<file path="src/rtl/lrc_pkg.sv">
package lrc_pkg;

    localparam int COORD_BITS_DEF = 16;
    localparam int FRAC_BITS_DEF  = 8;
    localparam int MAX_PASSES     = 4;

    localparam logic [3:0] OC_LEFT  = 4'h1;
    localparam logic [3:0] OC_RIGHT = 4'h2;
    localparam logic [3:0] OC_BELOW = 4'h4;
    localparam logic [3:0] OC_ABOVE = 4'h8;
    localparam logic [3:0] OC_ALL   = 4'hf;

    typedef struct packed {
        logic done;
        logic neg;
    } mdu_stat_t;

endpackage

</file>
<file path="src/rtl/lrc_mdu.sv">
module lrc_mdu #(
    parameter int W = lrc_pkg::COORD_BITS_DEF + lrc_pkg::FRAC_BITS_DEF
) (
    input  logic                clk,
    input  logic                rst_n,
    input  logic                start,
    input  logic signed [W:0]   op_a,
    input  logic signed [W:0]   op_b,
    input  logic signed [W:0]   op_c,
    output lrc_pkg::mdu_stat_t  stat,
    output logic [W-1:0]        quot
);

    localparam int CW = $clog2(W);

    typedef enum logic [2:0] {
        M_IDLE = 3'b001,
        M_MUL  = 3'b010,
        M_DIV  = 3'b100
    } mstate_t;

    mstate_t         state_reg, state_next;
    logic [CW-1:0]   cnt_reg, cnt_next;
    logic            done_reg, done_next;
    logic            neg_reg, neg_next;
    logic [W-1:0]    mcand_reg, mcand_next;
    logic [W-1:0]    dvs_reg, dvs_next;
    logic [W:0]      hi_reg, hi_next;
    logic [W-1:0]    lo_reg, lo_next;

    logic [W-1:0]    abs_a, abs_b, abs_c;
    logic [W:0]      add_a;
    logic [W+1:0]    add_b;
    logic            add_cin;
    logic [W+1:0]    sum;
    logic            no_borrow;

    // one shared adder: add for shift-add multiply, subtract for restoring divide
    always_comb
    begin
        abs_a = W'(op_a[W] ? -op_a : op_a);
        abs_b = W'(op_b[W] ? -op_b : op_b);
        abs_c = W'(op_c[W] ? -op_c : op_c);

        if (state_reg == M_DIV)
        begin
            add_a   = {hi_reg[W-1:0], lo_reg[W-1]};
            add_b   = ~{2'b00, dvs_reg};
            add_cin = 1'b1;
        end
        else
        begin
            add_a   = hi_reg;
            add_b   = lo_reg[0] ? {2'b00, mcand_reg} : '0;
            add_cin = 1'b0;
        end
        sum       = {1'b0, add_a} + add_b + (W+2)'(add_cin);
        no_borrow = ~sum[W+1];
    end

    always_comb
    begin
        state_next = state_reg;
        cnt_next   = cnt_reg;
        done_next  = 1'b0;
        neg_next   = neg_reg;
        mcand_next = mcand_reg;
        dvs_next   = dvs_reg;
        hi_next    = hi_reg;
        lo_next    = lo_reg;
        case (state_reg)
            M_IDLE:
            begin
                if (start)
                begin
                    mcand_next = abs_a;
                    lo_next    = abs_b;
                    dvs_next   = abs_c;
                    hi_next    = '0;
                    neg_next   = op_a[W] ^ op_b[W] ^ op_c[W];
                    cnt_next   = CW'(W - 1);
                    state_next = M_MUL;
                end
            end
            M_MUL:
            begin
                hi_next = sum[W+1:1];
                lo_next = {sum[0], lo_reg[W-1:1]};
                cnt_next = cnt_reg - 1'b1;
                if (cnt_reg == '0)
                begin
                    cnt_next   = CW'(W - 1);
                    state_next = M_DIV;
                end
            end
            M_DIV:
            begin
                hi_next  = no_borrow ? sum[W:0] : add_a;
                lo_next  = {lo_reg[W-2:0], no_borrow};
                cnt_next = cnt_reg - 1'b1;
                if (cnt_reg == '0)
                begin
                    done_next  = 1'b1;
                    state_next = M_IDLE;
                end
            end
            default:
            begin
                state_next = M_IDLE;
            end
        endcase
    end

    always_ff @(posedge clk or negedge rst_n)
    begin
        if (!rst_n)
        begin
            state_reg <= M_IDLE;
            cnt_reg   <= '0;
            done_reg  <= 1'b0;
        end
        else
        begin
            state_reg <= state_next;
            cnt_reg   <= cnt_next;
            done_reg  <= done_next;
        end
    end

    always_ff @(posedge clk)
    begin
        neg_reg   <= neg_next;
        mcand_reg <= mcand_next;
        dvs_reg   <= dvs_next;
        hi_reg    <= hi_next;
        lo_reg    <= lo_next;
    end

    assign stat.done = done_reg;
    assign stat.neg  = neg_reg;
    assign quot      = lo_reg;

endmodule

</file>
<file path="src/rtl/line_rectangle_clipper.sv">
// Cohen-Sutherland clipper of a segment against an axis-aligned rectangle.
// Slave channel: one word per segment; the rectangle travels with it.
// Master channel: one word per segment; tuser is 1 when any part of the
// segment touches the rectangle, and the clipped endpoints are in tdata
// (all zero on reject). Coordinates are worked in fixed point with
// FRAC_BITS fraction bits and truncated toward zero on the way out.
// Each clip pass runs one shared serial multiply/divide unit: a shift-add
// multiply of W = COORD_BITS + FRAC_BITS steps, then a restoring divide of
// W steps, sequenced by the ST_SETUP and ST_WAIT states. A segment takes
// 0 to 4 clip passes before its result is written. The block takes one
// segment at a time: s_tready is high only while idle, so a segment
// occupies the block until its result is written. A finished result sits
// in the output register, so a new segment is taken while it waits; if the
// receiver still stalls when the next one is done, that result waits in
// the sequencer.
// Reset clears the sequencer and the output valid; nothing else is needed.
module line_rectangle_clipper #(
    parameter int COORD_BITS = lrc_pkg::COORD_BITS_DEF,
    parameter int FRAC_BITS  = lrc_pkg::FRAC_BITS_DEF
) (
    input  logic                                   clk,
    input  logic                                   rst_n,
    input  logic                                   s_tvalid,
    output logic                                   s_tready,
    // start_x, start_y, end_x, end_y, rect_left, rect_top, rect_right, rect_bottom
    input  logic [8*COORD_BITS-1:0]                s_tdata,
    output logic                                   m_tvalid,
    input  logic                                   m_tready,
    // clip_start_x, clip_start_y, clip_end_x, clip_end_y, zero fill; the two endpoints may come out swapped
    output logic [((4*COORD_BITS+7)/8)*8-1:0]      m_tdata,
    // accepted
    output logic                                   m_tuser
);

    localparam int C     = COORD_BITS;
    localparam int W     = COORD_BITS + FRAC_BITS;
    localparam int OUT_W = ((4*COORD_BITS+7)/8)*8;
    localparam int PW    = $clog2(lrc_pkg::MAX_PASSES + 1);
    localparam logic [W-1:0] BIAS = W'((64'd1 << FRAC_BITS) - 64'd1);

    typedef enum logic [4:0] {
        ST_IDLE  = 5'b00001,
        ST_CODE  = 5'b00010,
        ST_SETUP = 5'b00100,
        ST_WAIT  = 5'b01000,
        ST_DONE  = 5'b10000
    } state_t;

    state_t                state_reg, state_next;
    logic [PW-1:0]         pass_reg, pass_next;
    logic                  acc_reg, acc_next;
    logic [3:0]            oc_reg, oc_next;
    logic                  ymode_reg, ymode_next;
    logic signed [W-1:0]   edge_reg, edge_next;
    logic signed [W-1:0]   x1_reg, x1_next, y1_reg, y1_next;
    logic signed [W-1:0]   x2_reg, x2_next, y2_reg, y2_next;
    logic signed [W-1:0]   left_reg, left_next, top_reg, top_next;
    logic signed [W-1:0]   right_reg, right_next, bottom_reg, bottom_next;
    logic                  m_tvalid_reg, m_tvalid_next;
    logic [OUT_W-1:0]      m_tdata_reg, m_tdata_next;
    logic                  m_tuser_reg, m_tuser_next;

    logic [3:0]            c1, c2;
    logic                  sel_y;
    logic signed [W-1:0]   sel_edge, u1, u2, v1, v2;
    logic signed [W:0]     op_a, op_b, op_c;
    logic                  mdu_start;
    lrc_pkg::mdu_stat_t    mdu_stat;
    logic [W-1:0]          quot;
    logic signed [W-1:0]   moved;
    logic signed [W-1:0]   moved_base;

    function automatic logic signed [W-1:0] scale(input logic [C-1:0] v);
        logic signed [W-1:0] e;
        e = W'($signed(v));
        return e <<< FRAC_BITS;
    endfunction

    function automatic logic [C-1:0] unscale(input logic signed [W-1:0] v);
        logic signed [W-1:0] s;
        logic signed [W-1:0] t;
        s = v + (v[W-1] ? BIAS : '0);
        t = s >>> FRAC_BITS;
        return t[C-1:0];
    endfunction

    function automatic logic [3:0] outcode(
        input logic signed [W-1:0] x,
        input logic signed [W-1:0] y,
        input logic signed [W-1:0] l,
        input logic signed [W-1:0] t,
        input logic signed [W-1:0] r,
        input logic signed [W-1:0] b
    );
        logic [3:0] c;
        c = '0;
        if (x < l) c = c | lrc_pkg::OC_LEFT;
        if (x > r) c = c | lrc_pkg::OC_RIGHT;
        if (y < t) c = c | lrc_pkg::OC_ABOVE;
        if (y > b) c = c | lrc_pkg::OC_BELOW;
        return c;
    endfunction

    lrc_mdu #(
        .W(W)
    ) u_mdu (
        .clk   (clk),
        .rst_n (rst_n),
        .start (mdu_start),
        .op_a  (op_a),
        .op_b  (op_b),
        .op_c  (op_c),
        .stat  (mdu_stat),
        .quot  (quot)
    );

    always_comb
    begin
        c1 = outcode(x1_reg, y1_reg, left_reg, top_reg, right_reg, bottom_reg);
        c2 = outcode(x2_reg, y2_reg, left_reg, top_reg, right_reg, bottom_reg);

        sel_y = ((oc_reg & (lrc_pkg::OC_ABOVE | lrc_pkg::OC_BELOW)) != '0);
        if ((oc_reg & lrc_pkg::OC_ABOVE) != '0)
            sel_edge = top_reg;
        else if ((oc_reg & lrc_pkg::OC_BELOW) != '0)
            sel_edge = bottom_reg;
        else if ((oc_reg & lrc_pkg::OC_RIGHT) != '0)
            sel_edge = right_reg;
        else
            sel_edge = left_reg;

        u1 = sel_y ? x1_reg : y1_reg;
        u2 = sel_y ? x2_reg : y2_reg;
        v1 = sel_y ? y1_reg : x1_reg;
        v2 = sel_y ? y2_reg : x2_reg;
        op_a = (W+1)'(u2) - (W+1)'(u1);
        op_b = (W+1)'(sel_edge) - (W+1)'(v1);
        op_c = (W+1)'(v2) - (W+1)'(v1);

        // the moved point lies between the endpoints, so W bits hold it
        moved_base = ymode_reg ? x1_reg : y1_reg;
        moved = mdu_stat.neg ? moved_base - quot : moved_base + quot;
    end

    always_comb
    begin
        state_next    = state_reg;
        pass_next     = pass_reg;
        acc_next      = acc_reg;
        oc_next       = oc_reg;
        ymode_next    = ymode_reg;
        edge_next     = edge_reg;
        x1_next       = x1_reg;
        y1_next       = y1_reg;
        x2_next       = x2_reg;
        y2_next       = y2_reg;
        left_next     = left_reg;
        top_next      = top_reg;
        right_next    = right_reg;
        bottom_next   = bottom_reg;
        m_tvalid_next = m_tvalid_reg;
        m_tdata_next  = m_tdata_reg;
        m_tuser_next  = m_tuser_reg;
        mdu_start     = 1'b0;

        if (m_tvalid_reg && m_tready)
            m_tvalid_next = 1'b0;

        case (state_reg)
            ST_IDLE:
            begin
                if (s_tvalid)
                begin
                    x1_next     = scale(s_tdata[0*C +: C]);
                    y1_next     = scale(s_tdata[1*C +: C]);
                    x2_next     = scale(s_tdata[2*C +: C]);
                    y2_next     = scale(s_tdata[3*C +: C]);
                    left_next   = scale(s_tdata[4*C +: C]);
                    top_next    = scale(s_tdata[5*C +: C]);
                    right_next  = scale(s_tdata[6*C +: C]);
                    bottom_next = scale(s_tdata[7*C +: C]);
                    pass_next   = '0;
                    state_next  = ST_CODE;
                end
            end
            ST_CODE:
            begin
                if ((c1 & c2) != '0)
                begin
                    acc_next   = 1'b0;
                    state_next = ST_DONE;
                end
                else if (c1 == '0 && c2 == '0)
                begin
                    acc_next   = 1'b1;
                    state_next = ST_DONE;
                end
                else if (pass_reg == PW'(lrc_pkg::MAX_PASSES))
                begin
                    acc_next   = 1'b0;
                    state_next = ST_DONE;
                end
                else
                begin
                    // move the outside point into the first slot
                    if ((c1 & lrc_pkg::OC_ALL) == '0)
                    begin
                        x1_next = x2_reg;
                        y1_next = y2_reg;
                        x2_next = x1_reg;
                        y2_next = y1_reg;
                        oc_next = c2;
                    end
                    else
                    begin
                        oc_next = c1;
                    end
                    state_next = ST_SETUP;
                end
            end
            ST_SETUP:
            begin
                mdu_start  = 1'b1;
                ymode_next = sel_y;
                edge_next  = sel_edge;
                state_next = ST_WAIT;
            end
            ST_WAIT:
            begin
                if (mdu_stat.done)
                begin
                    if (ymode_reg)
                    begin
                        x1_next = moved;
                        y1_next = edge_reg;
                    end
                    else
                    begin
                        y1_next = moved;
                        x1_next = edge_reg;
                    end
                    pass_next  = pass_reg + 1'b1;
                    state_next = ST_CODE;
                end
            end
            ST_DONE:
            begin
                if (!m_tvalid_reg || m_tready)
                begin
                    m_tvalid_next = 1'b1;
                    m_tuser_next  = acc_reg;
                    if (acc_reg)
                        m_tdata_next = OUT_W'({unscale(y2_reg), unscale(x2_reg),
                                               unscale(y1_reg), unscale(x1_reg)});
                    else
                        m_tdata_next = '0;
                    state_next = ST_IDLE;
                end
            end
            default:
            begin
                state_next = ST_IDLE;
            end
        endcase
    end

    always_ff @(posedge clk or negedge rst_n)
    begin
        if (!rst_n)
        begin
            state_reg    <= ST_IDLE;
            pass_reg     <= '0;
            m_tvalid_reg <= 1'b0;
        end
        else
        begin
            state_reg    <= state_next;
            pass_reg     <= pass_next;
            m_tvalid_reg <= m_tvalid_next;
        end
    end

    always_ff @(posedge clk)
    begin
        acc_reg     <= acc_next;
        oc_reg      <= oc_next;
        ymode_reg   <= ymode_next;
        edge_reg    <= edge_next;
        x1_reg      <= x1_next;
        y1_reg      <= y1_next;
        x2_reg      <= x2_next;
        y2_reg      <= y2_next;
        left_reg    <= left_next;
        top_reg     <= top_next;
        right_reg   <= right_next;
        bottom_reg  <= bottom_next;
        m_tdata_reg <= m_tdata_next;
        m_tuser_reg <= m_tuser_next;
    end

    assign s_tready = (state_reg == ST_IDLE);
    assign m_tvalid = m_tvalid_reg;
    assign m_tdata  = m_tdata_reg;
    assign m_tuser  = m_tuser_reg;

endmodule

</file>
<file path="config.mk">
export PLATFORM = sky130hd
export DESIGN_NAME = line_rectangle_clipper
export DESIGN_NICKNAME = d
export VERILOG_FILES = /design/src/rtl/lrc_pkg.sv /design/src/rtl/lrc_mdu.sv /design/src/rtl/line_rectangle_clipper.sv
export SDC_FILE = /design/constraint.sdc
export NUM_CORES = 1
export LEC_CHECK = 0
export BUFFER_PORTS_ARGS = -buffer_cell sky130_fd_sc_hd__buf_2
export CORE_MARGIN = 2
export CORE_UTILIZATION = 25
export DETAILED_ROUTE_END_ITERATION = 10
export PLACE_DENSITY_LB_ADDON = 0.05
export SLEW_MARGIN = 15
export SYNTH_ARGS = -nofsm -noshare
export SYNTH_HDL_FRONTEND = slang
export SYNTH_HIERARCHICAL = 1
export SYNTH_SLANG_ARGS = --single-unit
</file>
<file path="constraint.sdc">
create_clock -name clk -period 5.9 [get_ports clk]
set_clock_uncertainty 0.2 [all_clocks]
set_input_delay 0.295 -clock clk [delete_from_list [all_inputs] [get_ports clk]]
set_output_delay 0.295 -clock clk [all_outputs]
set_load 0.005 [all_outputs]
</file>
==> reports/metrics.cfg <==
[cts]
post_cts_resized = 0
cts-root-buf = clkbuf_16
numClockSinks = 362
cts_buffers = 49
htreeDepth = 2
cts_tree = built
clk_latency_ps = 670
cts_buffer_depth = 3
post-cts-setup-buffer-count = 0
clk_pin_slew_ps = 60

[timing]
final_max_slew_viol_count = 0
finalSetupViolations = 0
fin_hold_ws_ps = 59.15
setup_ws_ps = 558.0
fmaxAchievable_mhz = 187.2
hold_viol = 0
tightestPinTransition_ps = 1093
finalSetupTns_ps = 0
period_needed_ps = 5342
period_share = 0.9054
relSlewSlack = 0.2711
rsz0062_at_grt = false

[die]
die_y_um = 339.4
core-area_um2 = 112000
io_pins = 199
core.rowCount = 123
die_w_um = 339.4
initial_core_util = 0.2511
die-area_um2 = 115200

[worst_setup_path]
reg2reg_depth = 16
endpoint_kind = flip-flop
crit_chain = nor2_4 -> buf_4 -> mux2i_1 -> ha_1 -> a21oi_1 -> o21ai_1 -> a41o_1 -> a21o_1 -> a21o_1 -> xor2_1 -> or3_1 -> or3_1 -> or3_1 -> o31ai_4 -> xor2_1 -> o221ai_1
worstPathRequired_ps = 6030
path_class = reg -> reg
arrival_ps = 5470
r2r-start = oc_reg[2]
slowest_delay_ps = 490
critPathLaunchType = flip-flop
timing.rr.end = u_mdu/quot[23]
reg2reg_slack_ps = 560
cpMostUsedCell = or3_1
cp_slowest_cell = mux2i_1
crit_fanout = 27

[finish]
drive_gt1_frac = 0.1631
fin_nets = 3613
mostFrequentLayoutCells = edfxtp_1, ha_1, nand2_1, o21ai_0, buf_2
final_common_cell = edfxtp_1
nFillCells = 11740
syn2layout_area_growth_pct = 22.27
largest_register_ffs = 64
multiInputGateArea_um2 = 16500
regArea_um2 = 10780
final_util = 0.3070

[yosys]
synth_edf_count = 344
synth_xor_area_frac = 0.07815
yosysSeqAreaShare = 0.3833
synth_cells = 2838
synth_top_family_by_area = compound AO/OA/AOI/OAI gates
yosysTopAreaCell = edfxtp_1
yosys.area_share.adder = 0.1245
synth-compound-area-share = 0.1640
synthMuxAreaShare = 0.06837
ys_ff_latch = 362
synth.top_cell.area_share = 0.3672
yosysUniqueCellTypes = 92
syn_area_per_cell_um2 = 9.911
ys.flop_type = edfxtp_1
synth_simple_gate_area_frac = 0.1496
ys.warnings.count = 6
synth_fp_nets = 3247
syn_area_um2 = 28130
async_flop_share = 0.04972
synthTopCellsByArea = edfxtp_1, ha_1, xnor2_1, mux2_2, o21ai_0

[detailed_routing]
dr.pass1.iters = 7
drt_iter0_markers = 2067
drc = 0
wl_per_cell_um = 26.73
vias_per_cell = 5.084
num_vias = 24120
ant_nets = 0
routed_wl_um = 126900

[power_and_ir_drop]
peakVddDrop_v = 0.0004206
power.density_nw_per_um2 = 627.6
power_mw = 21.59
p_leak_nw = 13.78

[placed_design]
io_buffers = 198
place_ws_ps = 634.5
hpwl_um = 96140
place_congestion = 0.8920

[grt]
grt_usage = 0.2154
grt_pass1_wl_um = 178300
grt_pass1_vias = 23640
grt_max_degree = 68
antenna_found_initial = 5
grt-ovfl-total = 0

[hold_path]
hold_path_class = in -> async

[status]
outcome = completed

[flow_run]
drv_cap = 0

-- per-stage QoR --
step / std cells / instance area, um2
finish: 4745 / 34390
floorplan: 2838 / 28130
global route: 4743 / 34390
detailed placement: 4521 / 31390
global placement: 4521 / 31390
CTS: 4743 / 34390
-- where the power goes --
| group | internal [mW] | switching, mW |
|---|---|---|
| Sequential | 4.15 | 1.24 |
| Combinational | 5.03 | 7.99 |
| Clock | 1.87 | 1.30 |
-- logic make-up (layout without fill, tap and decap cells) --
family | count (synthesis) | after routing
AOI/OAI and AO/OA | 706 | 706
xor gates and xnor gates | 251 | 251
adders and majority gates | 277 | 277
buffers and inverters | 236 | 641
DFF | 362 | 362
muxes | 180 | 180
other | 0 | 2
and+or+nand+nor | 826 | 826
-- timing repair --
action                                 CTS  global route
setup endpoints to repair                0             0
hold buffers                           132             0
endpoints found under the hold margin  153             0
-- critical path: cells and delay by family, from the launching register on --
kind / cells / cell delay [ps]
multiplexers: 1 / 490
XOR/XNOR: 2 / 360
adder cells (fa/ha/maj): 1 / 370
flip-flops: 1 / 430
AO/OA/AOI/OAI: 7 / 1330
AND/OR/NAND/NOR: 4 / 1400
buffers and inverters: 1 / 420
-- per-layer routing --
metal,vias to the layer above,part of all wire,global-route usage
met5,-,0,0
met4,0,0.031,0.06388
met3,141,0.050,0.03304
met2,669,0.45,0.3390
met1,12000,0.47,0.3035
li1,11310,-,-
-- worst max path at each step --
| stage | start | to | cells past startpoint |
|---|---|---|---|
| 6_report | oc_reg[2] | u_mdu/quot[23] | 16 |
| 5_1_grt | u_mdu/state_reg[0] | u_mdu/hi_reg[10] | 18 |
| 4_1_cts | oc_reg[2] | u_mdu/quot[23] | 16 |
| 3_5_place_dp | oc_reg[2] | u_mdu/quot[23] | 16 |
| 3_3_place_gp | oc_reg[2] | u_mdu/quot[23] | 16 |
| 2_1_floorplan | oc_reg[2] | u_mdu/quot[23] | 20 |
-- cell type report --
type / count / area share
Antenna cell: 2 / 0.0001455
Clock buffer: 59 / 0.03762
Clock inverter: 31 / 0.01099
Inverter: 124 / 0.01353
Multi-Input combinational cell: 2240 / 0.4798
Sequential cell: 362 / 0.3135
Tap cell: 1500 / 0.05457
Timing Repair Buffer: 427 / 0.08986
-- synth_stat cells, drive strengths merged (14+ instances only) --
library cell  count
dfrtp            16
clkbuf           91
nor3             43
and3             20
ha              272
inv             124
o211ai           17
nand3            70
o21a             34
a222oi           24
a31oi            14
o31ai            29
o21ai           215
nor2b            34
nor2            152
buf              21
nand2b           38
nand2           247
mux2             97
xnor2           171
a21oi           143
or3              24
nand4            32
and2             90
mux2i            83
a21o             76
xor2             80
a22oi            27
edfxtp          344
a22o             19
No activity file was read; power rests on OpenSTA's default activity.
